<file path="src/hdl/rdc_pkg.sv">
// ----------------------------------------------------------------------------
// rdc_pkg
// Shared types and constants for the radix digit converter.
// ----------------------------------------------------------------------------
`default_nettype none

package rdc_pkg;

  localparam int unsigned NUM_W   = 31;
  localparam int unsigned RADIX_W = 5;
  localparam int unsigned DIGIT_W = 4;
  localparam int unsigned STAT_W  = 2;

  localparam logic [RADIX_W-1:0] RADIX_MIN = RADIX_W'(2);
  localparam logic [RADIX_W-1:0] RADIX_MAX = RADIX_W'(16);

  localparam logic [STAT_W-1:0] STATUS_OK        = STAT_W'(0);
  localparam logic [STAT_W-1:0] STATUS_BAD_RADIX = STAT_W'(1);
  localparam logic [STAT_W-1:0] STATUS_DROPPED   = STAT_W'(2);

  typedef enum logic [2:0] {
    ST_IDLE,
    ST_DIV_START,
    ST_DIV_WAIT,
    ST_POP_RD,
    ST_POP_OUT,
    ST_ERR
  } rdc_state_e;

  // digit stack command
  typedef struct packed {
    logic wr_en;
    logic rd_en;
  } rdc_stack_cmd_t;

endpackage

`default_nettype wire

</file>
<file path="src/hdl/rdc_if.sv">
// ----------------------------------------------------------------------------
// rdc_in_if / rdc_out_if
// Valid/ready channels of the radix digit converter.
// ----------------------------------------------------------------------------
`default_nettype none

interface rdc_in_if import rdc_pkg::*; ();
  logic               valid;
  logic               ready;
  logic [NUM_W-1:0]   number;
  logic [RADIX_W-1:0] radix;

  modport source (output valid, output number, output radix, input ready);
  modport sink   (input valid, input number, input radix, output ready);
endinterface

interface rdc_out_if import rdc_pkg::*; ();
  logic               valid;
  logic               ready;
  logic [DIGIT_W-1:0] digit;
  logic               last_digit;
  logic [STAT_W-1:0]  status;

  modport source (output valid, output digit, output last_digit, output status, input ready);
  modport sink   (input valid, input digit, input last_digit, input status, output ready);
endinterface

`default_nettype wire

</file>
<file path="src/hdl/radix_digit_converter.sv">
// ----------------------------------------------------------------------------
// radix_digit_converter
// Converts a 31-bit unsigned number to its digits in base 2 to 16.
// ----------------------------------------------------------------------------
// One input transfer starts a conversion; the block then drops ready until
// the last digit has been taken. The number is divided by the radix again and
// again in one shared bit-serial divider (one quotient bit per cycle); each
// remainder is pushed onto a digit stack. The
// stack is then popped and digits leave most significant first, one output
// transfer per digit, last_digit set on the least significant one. Zero gives
// the single digit 0. A radix outside 2..16 gives one result: digit 0,
// last_digit 1, status 1. A digit that finds the stack full is dropped and
// the first emitted digit carries status 2 (cannot happen for STACK_DEPTH of
// 31 or more). Per digit, the divider loop runs its load, its iterations and
// done, and emitting takes a stack read and then an output step. The divider
// is the bottleneck.
// ----------------------------------------------------------------------------
`default_nettype none

module radix_digit_converter import rdc_pkg::*; #(
  parameter int unsigned STACK_DEPTH = 32
) (
  input  wire logic  clk_i,
  input  wire logic  rst_ni,
  rdc_in_if.sink     in_ch,
  rdc_out_if.source  out_ch
);

  localparam int unsigned TW = $clog2(STACK_DEPTH + 1);  // stack pointer
  localparam int unsigned AW = $clog2(STACK_DEPTH);      // stack address

  rdc_state_e         state_q, state_d;
  logic [TW-1:0]      top_q, top_d;
  logic [NUM_W-1:0]   quot_q, quot_d;
  logic [RADIX_W-1:0] radix_q, radix_d;
  logic               dropped_q, dropped_d;
  logic               first_q, first_d;

  logic               in_fire;
  logic               out_fire;
  logic               radix_bad;
  logic               stack_full;
  logic               div_start;
  logic               div_busy;
  logic               div_done;
  logic [NUM_W-1:0]   div_quot;
  logic [DIGIT_W-1:0] div_rem;
  rdc_stack_cmd_t     stk_cmd;
  logic [TW-1:0]      top_dec;
  logic [DIGIT_W-1:0] stk_rd_data;

  assign in_fire    = in_ch.valid && in_ch.ready;
  assign out_fire   = out_ch.valid && out_ch.ready;
  assign radix_bad  = (in_ch.radix < RADIX_MIN) || (in_ch.radix > RADIX_MAX);
  assign stack_full = (top_q >= TW'(STACK_DEPTH));
  assign top_dec    = top_q - TW'(1);

  // -- sequencer -------------------------------------------------------------
  always_comb begin
    state_d     = state_q;
    top_d       = top_q;
    quot_d      = quot_q;
    radix_d     = radix_q;
    dropped_d   = dropped_q;
    first_d     = first_q;
    div_start   = 1'b0;
    stk_cmd     = '0;
    in_ch.ready = 1'b0;
    case (state_q)
      ST_IDLE: begin
        in_ch.ready = 1'b1;
        // ready is high throughout idle, so valid alone marks the transfer
        if (in_ch.valid) begin
          top_d     = '0;
          dropped_d = 1'b0;
          radix_d   = in_ch.radix;
          if (radix_bad) begin
            quot_d  = '0;
            state_d = ST_ERR;
          end else begin
            quot_d  = in_ch.number;
            state_d = ST_DIV_START;
          end
        end
      end
      ST_DIV_START: begin
        div_start = 1'b1;
        state_d   = ST_DIV_WAIT;
      end
      ST_DIV_WAIT: begin
        if (div_done) begin
          // push remainder, or note the drop when full
          if (stack_full) begin
            dropped_d = 1'b1;
          end else begin
            stk_cmd.wr_en = 1'b1;
            top_d         = top_q + TW'(1);
          end
          quot_d = div_quot;
          if (div_quot == '0) begin
            first_d = 1'b1;
            state_d = ST_POP_RD;
          end else begin
            state_d = ST_DIV_START;
          end
        end
      end
      ST_POP_RD: begin
        stk_cmd.rd_en = 1'b1;
        top_d         = top_dec;
        state_d       = ST_POP_OUT;
      end
      ST_POP_OUT: begin
        if (out_fire) begin
          first_d = 1'b0;
          state_d = (top_q == '0) ? ST_IDLE : ST_POP_RD;
        end
      end
      ST_ERR: begin
        if (out_fire) begin
          state_d = ST_IDLE;
        end
      end
      default: begin
        state_d = ST_IDLE;
      end
    endcase
  end

  always_ff @(posedge clk_i or negedge rst_ni) begin
    if (!rst_ni) begin
      state_q   <= ST_IDLE;
      top_q     <= '0;
      quot_q    <= '0;
      dropped_q <= 1'b0;
      first_q   <= 1'b0;
    end else begin
      state_q   <= state_d;
      top_q     <= top_d;
      quot_q    <= quot_d;
      dropped_q <= dropped_d;
      first_q   <= first_d;
    end
  end

  always_ff @(posedge clk_i) begin
    radix_q <= radix_d;
  end

  // -- shared divider --------------------------------------------------------
  rdc_divider u_div (
    .clk_i       (clk_i),
    .rst_ni      (rst_ni),
    .start_i     (div_start),
    .dividend_i  (quot_q),
    .divisor_i   (radix_q),
    .busy_o      (div_busy),
    .done_o      (div_done),
    .quotient_o  (div_quot),
    .remainder_o (div_rem)
  );

  // -- digit stack -----------------------------------------------------------
  rdc_stack #(
    .DEPTH (STACK_DEPTH),
    .AW    (AW)
  ) u_stack (
    .clk_i     (clk_i),
    .cmd_i     (stk_cmd),
    .wr_addr_i (top_q[AW-1:0]),
    .wr_data_i (div_rem),
    .rd_addr_i (top_dec[AW-1:0]),
    .rd_data_o (stk_rd_data)
  );

  // -- result channel: stack read register holds the digit -------------------
  always_comb begin
    out_ch.valid      = (state_q == ST_POP_OUT) || (state_q == ST_ERR);
    out_ch.digit      = '0;
    out_ch.last_digit = 1'b1;
    out_ch.status     = STATUS_BAD_RADIX;
    if (state_q != ST_ERR) begin
      out_ch.digit      = stk_rd_data;
      out_ch.last_digit = (top_q == '0);
      out_ch.status     = (first_q && dropped_q) ? STATUS_DROPPED : STATUS_OK;
    end
  end

  // -- checks ----------------------------------------------------------------
  a_no_out_while_dividing : assert property (
    @(posedge clk_i) disable iff (!rst_ni)
    out_ch.valid |-> !div_busy
  ) else $error("result offered while divider busy");

  a_top_in_range : assert property (
    @(posedge clk_i) disable iff (!rst_ni)
    top_q <= TW'(STACK_DEPTH)
  ) else $error("stack pointer beyond depth");

  a_bad_radix_result : assert property (
    @(posedge clk_i) disable iff (!rst_ni)
    (in_fire && radix_bad) |=> (out_ch.valid && out_ch.status == STATUS_BAD_RADIX)
  ) else $error("invalid radix not reported");

endmodule

`default_nettype wire

</file>
<file path="src/hdl/rdc_divider.sv">
// ----------------------------------------------------------------------------
// rdc_divider
// Restoring divider, one quotient bit per cycle, small divisor.
// ----------------------------------------------------------------------------
`default_nettype none

module rdc_divider import rdc_pkg::*; (
  input  wire logic               clk_i,
  input  wire logic               rst_ni,
  input  wire logic               start_i,
  input  wire logic [NUM_W-1:0]   dividend_i,
  input  wire logic [RADIX_W-1:0] divisor_i,
  output      logic               busy_o,
  output      logic               done_o,
  output      logic [NUM_W-1:0]   quotient_o,
  output      logic [DIGIT_W-1:0] remainder_o
);

  localparam int unsigned CNT_W = $clog2(NUM_W);

  logic               busy_q, busy_d;
  logic               done_q, done_d;
  logic [CNT_W-1:0]   cnt_q, cnt_d;
  logic [NUM_W-1:0]   dvd_q, dvd_d;
  logic [DIGIT_W-1:0] rem_q, rem_d;
  logic [RADIX_W-1:0] dsr_q, dsr_d;
  logic [RADIX_W-1:0] trial;
  logic [RADIX_W-1:0] diff;
  logic               ge;

  // trial remainder never exceeds 2*15+1, fits RADIX_W bits
  assign trial = {rem_q, dvd_q[NUM_W-1]};
  assign ge    = (trial >= dsr_q);
  assign diff  = trial - dsr_q;

  always_comb begin
    busy_d = busy_q;
    done_d = 1'b0;
    cnt_d  = cnt_q;
    dvd_d  = dvd_q;
    rem_d  = rem_q;
    dsr_d  = dsr_q;
    if (start_i) begin
      busy_d = 1'b1;
      cnt_d  = CNT_W'(NUM_W - 1);
      dvd_d  = dividend_i;
      rem_d  = '0;
      dsr_d  = divisor_i;
    end else if (busy_q) begin
      rem_d = ge ? diff[DIGIT_W-1:0] : trial[DIGIT_W-1:0];
      dvd_d = {dvd_q[NUM_W-2:0], ge};
      cnt_d = cnt_q - CNT_W'(1);
      if (cnt_q == '0) begin
        busy_d = 1'b0;
        done_d = 1'b1;
      end
    end
  end

  always_ff @(posedge clk_i or negedge rst_ni) begin
    if (!rst_ni) begin
      busy_q <= 1'b0;
      done_q <= 1'b0;
      cnt_q  <= '0;
    end else begin
      busy_q <= busy_d;
      done_q <= done_d;
      cnt_q  <= cnt_d;
    end
  end

  always_ff @(posedge clk_i) begin
    dvd_q <= dvd_d;
    rem_q <= rem_d;
    dsr_q <= dsr_d;
  end

  assign busy_o      = busy_q;
  assign done_o      = done_q;
  assign quotient_o  = dvd_q;
  assign remainder_o = rem_q;

endmodule

`default_nettype wire

</file>
<file path="src/hdl/rdc_stack.sv">
// ----------------------------------------------------------------------------
// rdc_stack
// Digit stack storage: one write port, one registered read port.
// ----------------------------------------------------------------------------
`default_nettype none

module rdc_stack import rdc_pkg::*; #(
  parameter int unsigned DEPTH = 32,
  parameter int unsigned AW    = $clog2(DEPTH)
) (
  input  wire logic               clk_i,
  input  wire rdc_stack_cmd_t     cmd_i,
  input  wire logic [AW-1:0]      wr_addr_i,
  input  wire logic [DIGIT_W-1:0] wr_data_i,
  input  wire logic [AW-1:0]      rd_addr_i,
  output      logic [DIGIT_W-1:0] rd_data_o
);

  logic [DIGIT_W-1:0] mem [DEPTH];
  logic [DIGIT_W-1:0] rd_data_q;

  always_ff @(posedge clk_i) begin
    if (cmd_i.wr_en) begin
      mem[wr_addr_i] <= wr_data_i;
    end
  end

  always_ff @(posedge clk_i) begin
    if (cmd_i.rd_en) begin
      rd_data_q <= mem[rd_addr_i];
    end
  end

  assign rd_data_o = rd_data_q;

endmodule

`default_nettype wire
</file>
<file path="src/flat_wrapper.sv">
// flat-port wrapper written by rule: the top's interface ports become plain ports
module radix_digit_converter_flat import rdc_pkg::*;
#(
  parameter int unsigned STACK_DEPTH = 32
)
  (clk_i, rst_ni, in_ch_valid, in_ch_number, in_ch_radix, in_ch_ready, out_ch_valid, out_ch_digit, out_ch_last_digit, out_ch_status, out_ch_ready);
  rdc_in_if in_ch_i ();
  rdc_out_if out_ch_i ();
  input  wire logic clk_i;
  input  wire logic rst_ni;
  input wire logic [$bits(in_ch_i.valid)-1:0] in_ch_valid;
  input wire logic [$bits(in_ch_i.number)-1:0] in_ch_number;
  input wire logic [$bits(in_ch_i.radix)-1:0] in_ch_radix;
  output wire logic [$bits(in_ch_i.ready)-1:0] in_ch_ready;
  output wire logic [$bits(out_ch_i.valid)-1:0] out_ch_valid;
  output wire logic [$bits(out_ch_i.digit)-1:0] out_ch_digit;
  output wire logic [$bits(out_ch_i.last_digit)-1:0] out_ch_last_digit;
  output wire logic [$bits(out_ch_i.status)-1:0] out_ch_status;
  input wire logic [$bits(out_ch_i.ready)-1:0] out_ch_ready;
  assign in_ch_i.valid = in_ch_valid;
  assign in_ch_i.number = in_ch_number;
  assign in_ch_i.radix = in_ch_radix;
  assign in_ch_ready = in_ch_i.ready;
  assign out_ch_valid = out_ch_i.valid;
  assign out_ch_digit = out_ch_i.digit;
  assign out_ch_last_digit = out_ch_i.last_digit;
  assign out_ch_status = out_ch_i.status;
  assign out_ch_i.ready = out_ch_ready;
  radix_digit_converter #(.STACK_DEPTH(STACK_DEPTH)) u_core (.clk_i(clk_i), .rst_ni(rst_ni), .in_ch(in_ch_i), .out_ch(out_ch_i));
endmodule
</file>
<file path="config.mk">
export PLATFORM = sky130hd
export DESIGN_NAME = radix_digit_converter_flat
export DESIGN_NICKNAME = d
export VERILOG_FILES = /design/src/hdl/rdc_pkg.sv /design/src/hdl/rdc_if.sv /design/src/hdl/radix_digit_converter.sv /design/src/hdl/rdc_divider.sv /design/src/hdl/rdc_stack.sv /design/src/flat_wrapper.sv
export SDC_FILE = /design/constraint.sdc
export NUM_CORES = 1
export LEC_CHECK = 0
export ABC_AREA = 1
export ABC_CLOCK_PERIOD_IN_PS = 3500
export CAP_MARGIN = 15
export CORE_MARGIN = 3
export CORE_UTILIZATION = 55
export CTS_CLUSTER_SIZE = 12
export DETAILED_ROUTE_END_ITERATION = 8
export DONT_BUFFER_PORTS = 1
export GPL_ROUTABILITY_DRIVEN = 0
export PLACE_DENSITY = 0.68
export SLEW_MARGIN = 10
export SYNTH_ARGS = -nofsm -noshare
export SYNTH_HDL_FRONTEND = slang
export SYNTH_HIERARCHICAL = 1
export SYNTH_SLANG_ARGS = --single-unit
</file>
<file path="constraint.sdc">
create_clock -name clk_i -period 3.5 [get_ports clk_i]
set_input_delay 0 -clock clk_i [delete_from_list [all_inputs] [get_ports clk_i]]
set_output_delay 0 -clock clk_i [all_outputs]
set_load 0.01 [all_outputs]
</file>
==> metrics.txt <==
status finished with violations; failing checks negative hold slack; Worst Path Required 3.67 ns; Layout area overhead 12.1%; critical path's slowest cell nand3_1; met3 global-route usage 3.40%; Distinct cells, synth 32; antenna-violating nets left 0; dpl ws 1.18 ns; leakage power 5.64 nW; syn nets 1238; register clock-pin slew on the reported worst setup and hold paths 0.06 ns; setup violators final 0; Avg Cell Area, Syn 8.98 um2; final hold vios 1; Setup Skew 0.0120 ns; reg2reg end u_core/u_stack/mem[22][2]; Die Ht 145 um; slew at the pin closest to its max-slew limit 1.05 ns; detailed placement HPWL 14500 um; DRT Wirelength 23900 um; Setup crit start u_core/state_q[2]; Post-CTS Resized 0; Clock Path Buffers 3; Hold Path Class in -> async; RR Startpoint u_core/state_q[2]; via count 7865; num rows 50; setup TNS 0 ns; unrepaired setup endpoints after global routing no; crit-path max cell delay 0.54 ns; worst skew pair latency 0.51 ns; Setup WS post-layout 1.10 ns; setup bufs post-CTS 0; Max Clk Rate 0.416 GHz; minimum clock period 2.40 ns; hold buffers post-CTS 40; Crit Path Max Fanout 8; grt ovf 0; initial antenna violation count 0; crit path launch type register; Reg2Reg Depth 7; max_cap viols 0; CTS sink cnt 226; Mapped Area 0.0107 mm2; Inst Count DP 1414; input/output buffers 0; Post-Layout Inst Area 0.0120 mm2; Final Cycle Share 68.6%; width of the die 145 um; #FFs+latches synth 226; crit path DAT 2.57 ns; CTS Buf Count 24; relative slew slack 30.0%; WL/cell 15.9 um; Pre-Repair DR Iteration Count 5; drt via density 5.25; max-slew violations 0; VDD IR max 312 uV; Seq/Total Area, Yosys 60.9%; # DRC 0; GR Util met1 31.4%; Final Core Density 63.3%; ANT cells 0; CP bufs+invs 1; YS warnings 6; total core area 0.0189 mm2; grt peak-use layer met2; Fillers 1590; Final Net Count 1270; I/O pin total 49; Total Routing Usage GR 22.8%; reg-to-reg slack, setup 1.10 ns; vias in the first global route 7753; layout cells sized above 1 5.82%; global routing usage on met2 38.8%; Fin Hold WS -0.00372 ns; H-tree Lvls 1; root buffer cell clkbuf_16; delay-heaviest family, CP simple AND/OR/NAND/NOR gates; CTS tree built; Placed Instance Area 0.0108 mm2; power per cell area 452 mW/mm2; initial detailed-routing violation count 627; Critical Path, Cell by Cell inv_2 > nand2_1 > nor2_2 > nand2_1 > nor2_1 > nand3_1 > nor2_1; crit path kind reg -> reg; Die ar. 0.0211 mm2; cells after synthesis 1188; largest net degree at the start of global routing 66; crit end category register; Starting Density 56.5%; Finished Layout Cells 1498; first-pass GRT wire length 39600 um
kinds of logic (layout without fill, tap and decap cells):
| group | Yosys count | after routing | share of synthesized area (%) |
|---|---|---|---|
| buffers and inverters | 138 | 188 | 6.25 |
| XOR/XNOR | 4 | 4 | 0.328 |
| flip-flops | 226 | 226 | 60.9 |
| AO/OA/AOI/OAI | 30 | 30 | 1.62 |
| AND/OR/NAND/NOR | 780 | 780 | 29.6 |
| adder cells (fa/ha/maj) | 10 | 10 | 1.24 |
worst max path at each step:
| stage | depth (start not counted) | slack, ns | to |
|---|---|---|---|
| final | 7 | 1.10 | u_core/u_stack/mem[22][2] |
| after global routing | 10 | 0.93 | u_core/u_stack/rd_data_o[1] |
| after CTS | 7 | 1.14 | u_core/u_stack/mem[6][0] |
| after detailed placement | 7 | 1.18 | u_core/u_stack/mem[6][0] |
| after global placement | 7 | 1.26 | u_core/u_stack/mem[30][1] |
| after floorplan | 6 | 1.44 | u_core/u_div/quotient_o[0] |
report_power, final:
group	internal (mW)	switching, mW
Combinational	0.0350	0.0293
Sequential	2.86	0
Clock	1.50	0.982
state kept, by name, indices dropped and copies added (netlist names), 4 cells and up:
register and count:
u_core/quot_q 31, u_core/radix_q 5, u_core/top_q 6, u_core/u_div/cnt_q 5, u_core/u_div/dsr_q 5, u_core/u_div/quotient_o 31, u_core/u_div/remainder_o 4, u_core/u_stack/mem 128
u_core/u_stack/rd_data_o 4
stage by stage:
| stage | hold WS (ns) | power (mW) |
|---|---|---|
| floorplan | -0.296 | 2.92 |
| global placement | -0.293 | 2.93 |
| detailed placement | -0.293 | 2.93 |
| CTS | 0.0105 | 5.45 |
| global route | 0.0276 | 5.56 |
| finish | -0.00372 | 5.41 |
per-layer routing:
metal | wire length, um | part of all wire [%]
met1 | 10500 | 44
met2 | 11600 | 48
met3 | 1400 | 5.9
met4 | 376 | 1.6
met5 | 0 | 0
layout by cell type, fill, tap and decap left out, types with 2 or more instances in the layout:
cell	count
o21ai_1	8
o21ai_0	13
clkinv_2	2
clkbuf_8	2
edfxtp_1	173
xor2_1	4
a21oi_1	3
dfxtp_1	4
dfrtp_1	49
nand4_1	6
buf_4	14
clkbuf_1	11
clkbuf_16	25
ha_1	9
nand3_2	3
nand2_1	558
nand2_2	4
nor2_2	3
dlygate4sd3_1	39
nor3_1	3
bufinv_16	2
nand3_1	130
inv_2	12
o21bai_1	2
nor2_1	70
inv_1	78
clkinv_1	2
cell usage after synthesis (all sizes together):
cell type / count / area [um2]
nor3: 3 / 15.0
nand2: 563 / 2130
buf: 38 / 268
a21oi: 5 / 40.0
inv: 90 / 338
o21ai: 22 / 110
fa: 1 / 20.0
nand3b: 1 / 7.51
dfxtp: 4 / 80.1
ha: 9 / 113
nand4: 6 / 37.5
clkbuf: 10 / 61.3
nor2: 73 / 282
dfrtp: 49 / 1230
o21bai: 2 / 15.0
edfxtp: 173 / 5190
xor2: 4 / 35.0
nand3: 133 / 681
a22oi: 1 / 7.51
nor4: 1 / 6.26
cell type report:
class	count	area [um2]	share of cell area, %
Multi-Input combinational cell	824	3500	29.3
Tap cell	260	325	2.72
Sequential cell	226	6500	54.3
Clock inverter	6	77.6	0.648
Clock buffer	38	694	5.80
Timing Repair Buffer	54	523	4.37
Inverter	90	338	2.82
worst register-to-register path, cell delays in order (launching register included):
cell and delay [ns]:
dfrtp_1 0.40, inv_2 0.10, nand2_1 0.09, nor2_2 0.10, nand2_1 0.09, nor2_1 0.23, nand3_1 0.54, nor2_1 0.51
Power figures use the tool's default switching activity.
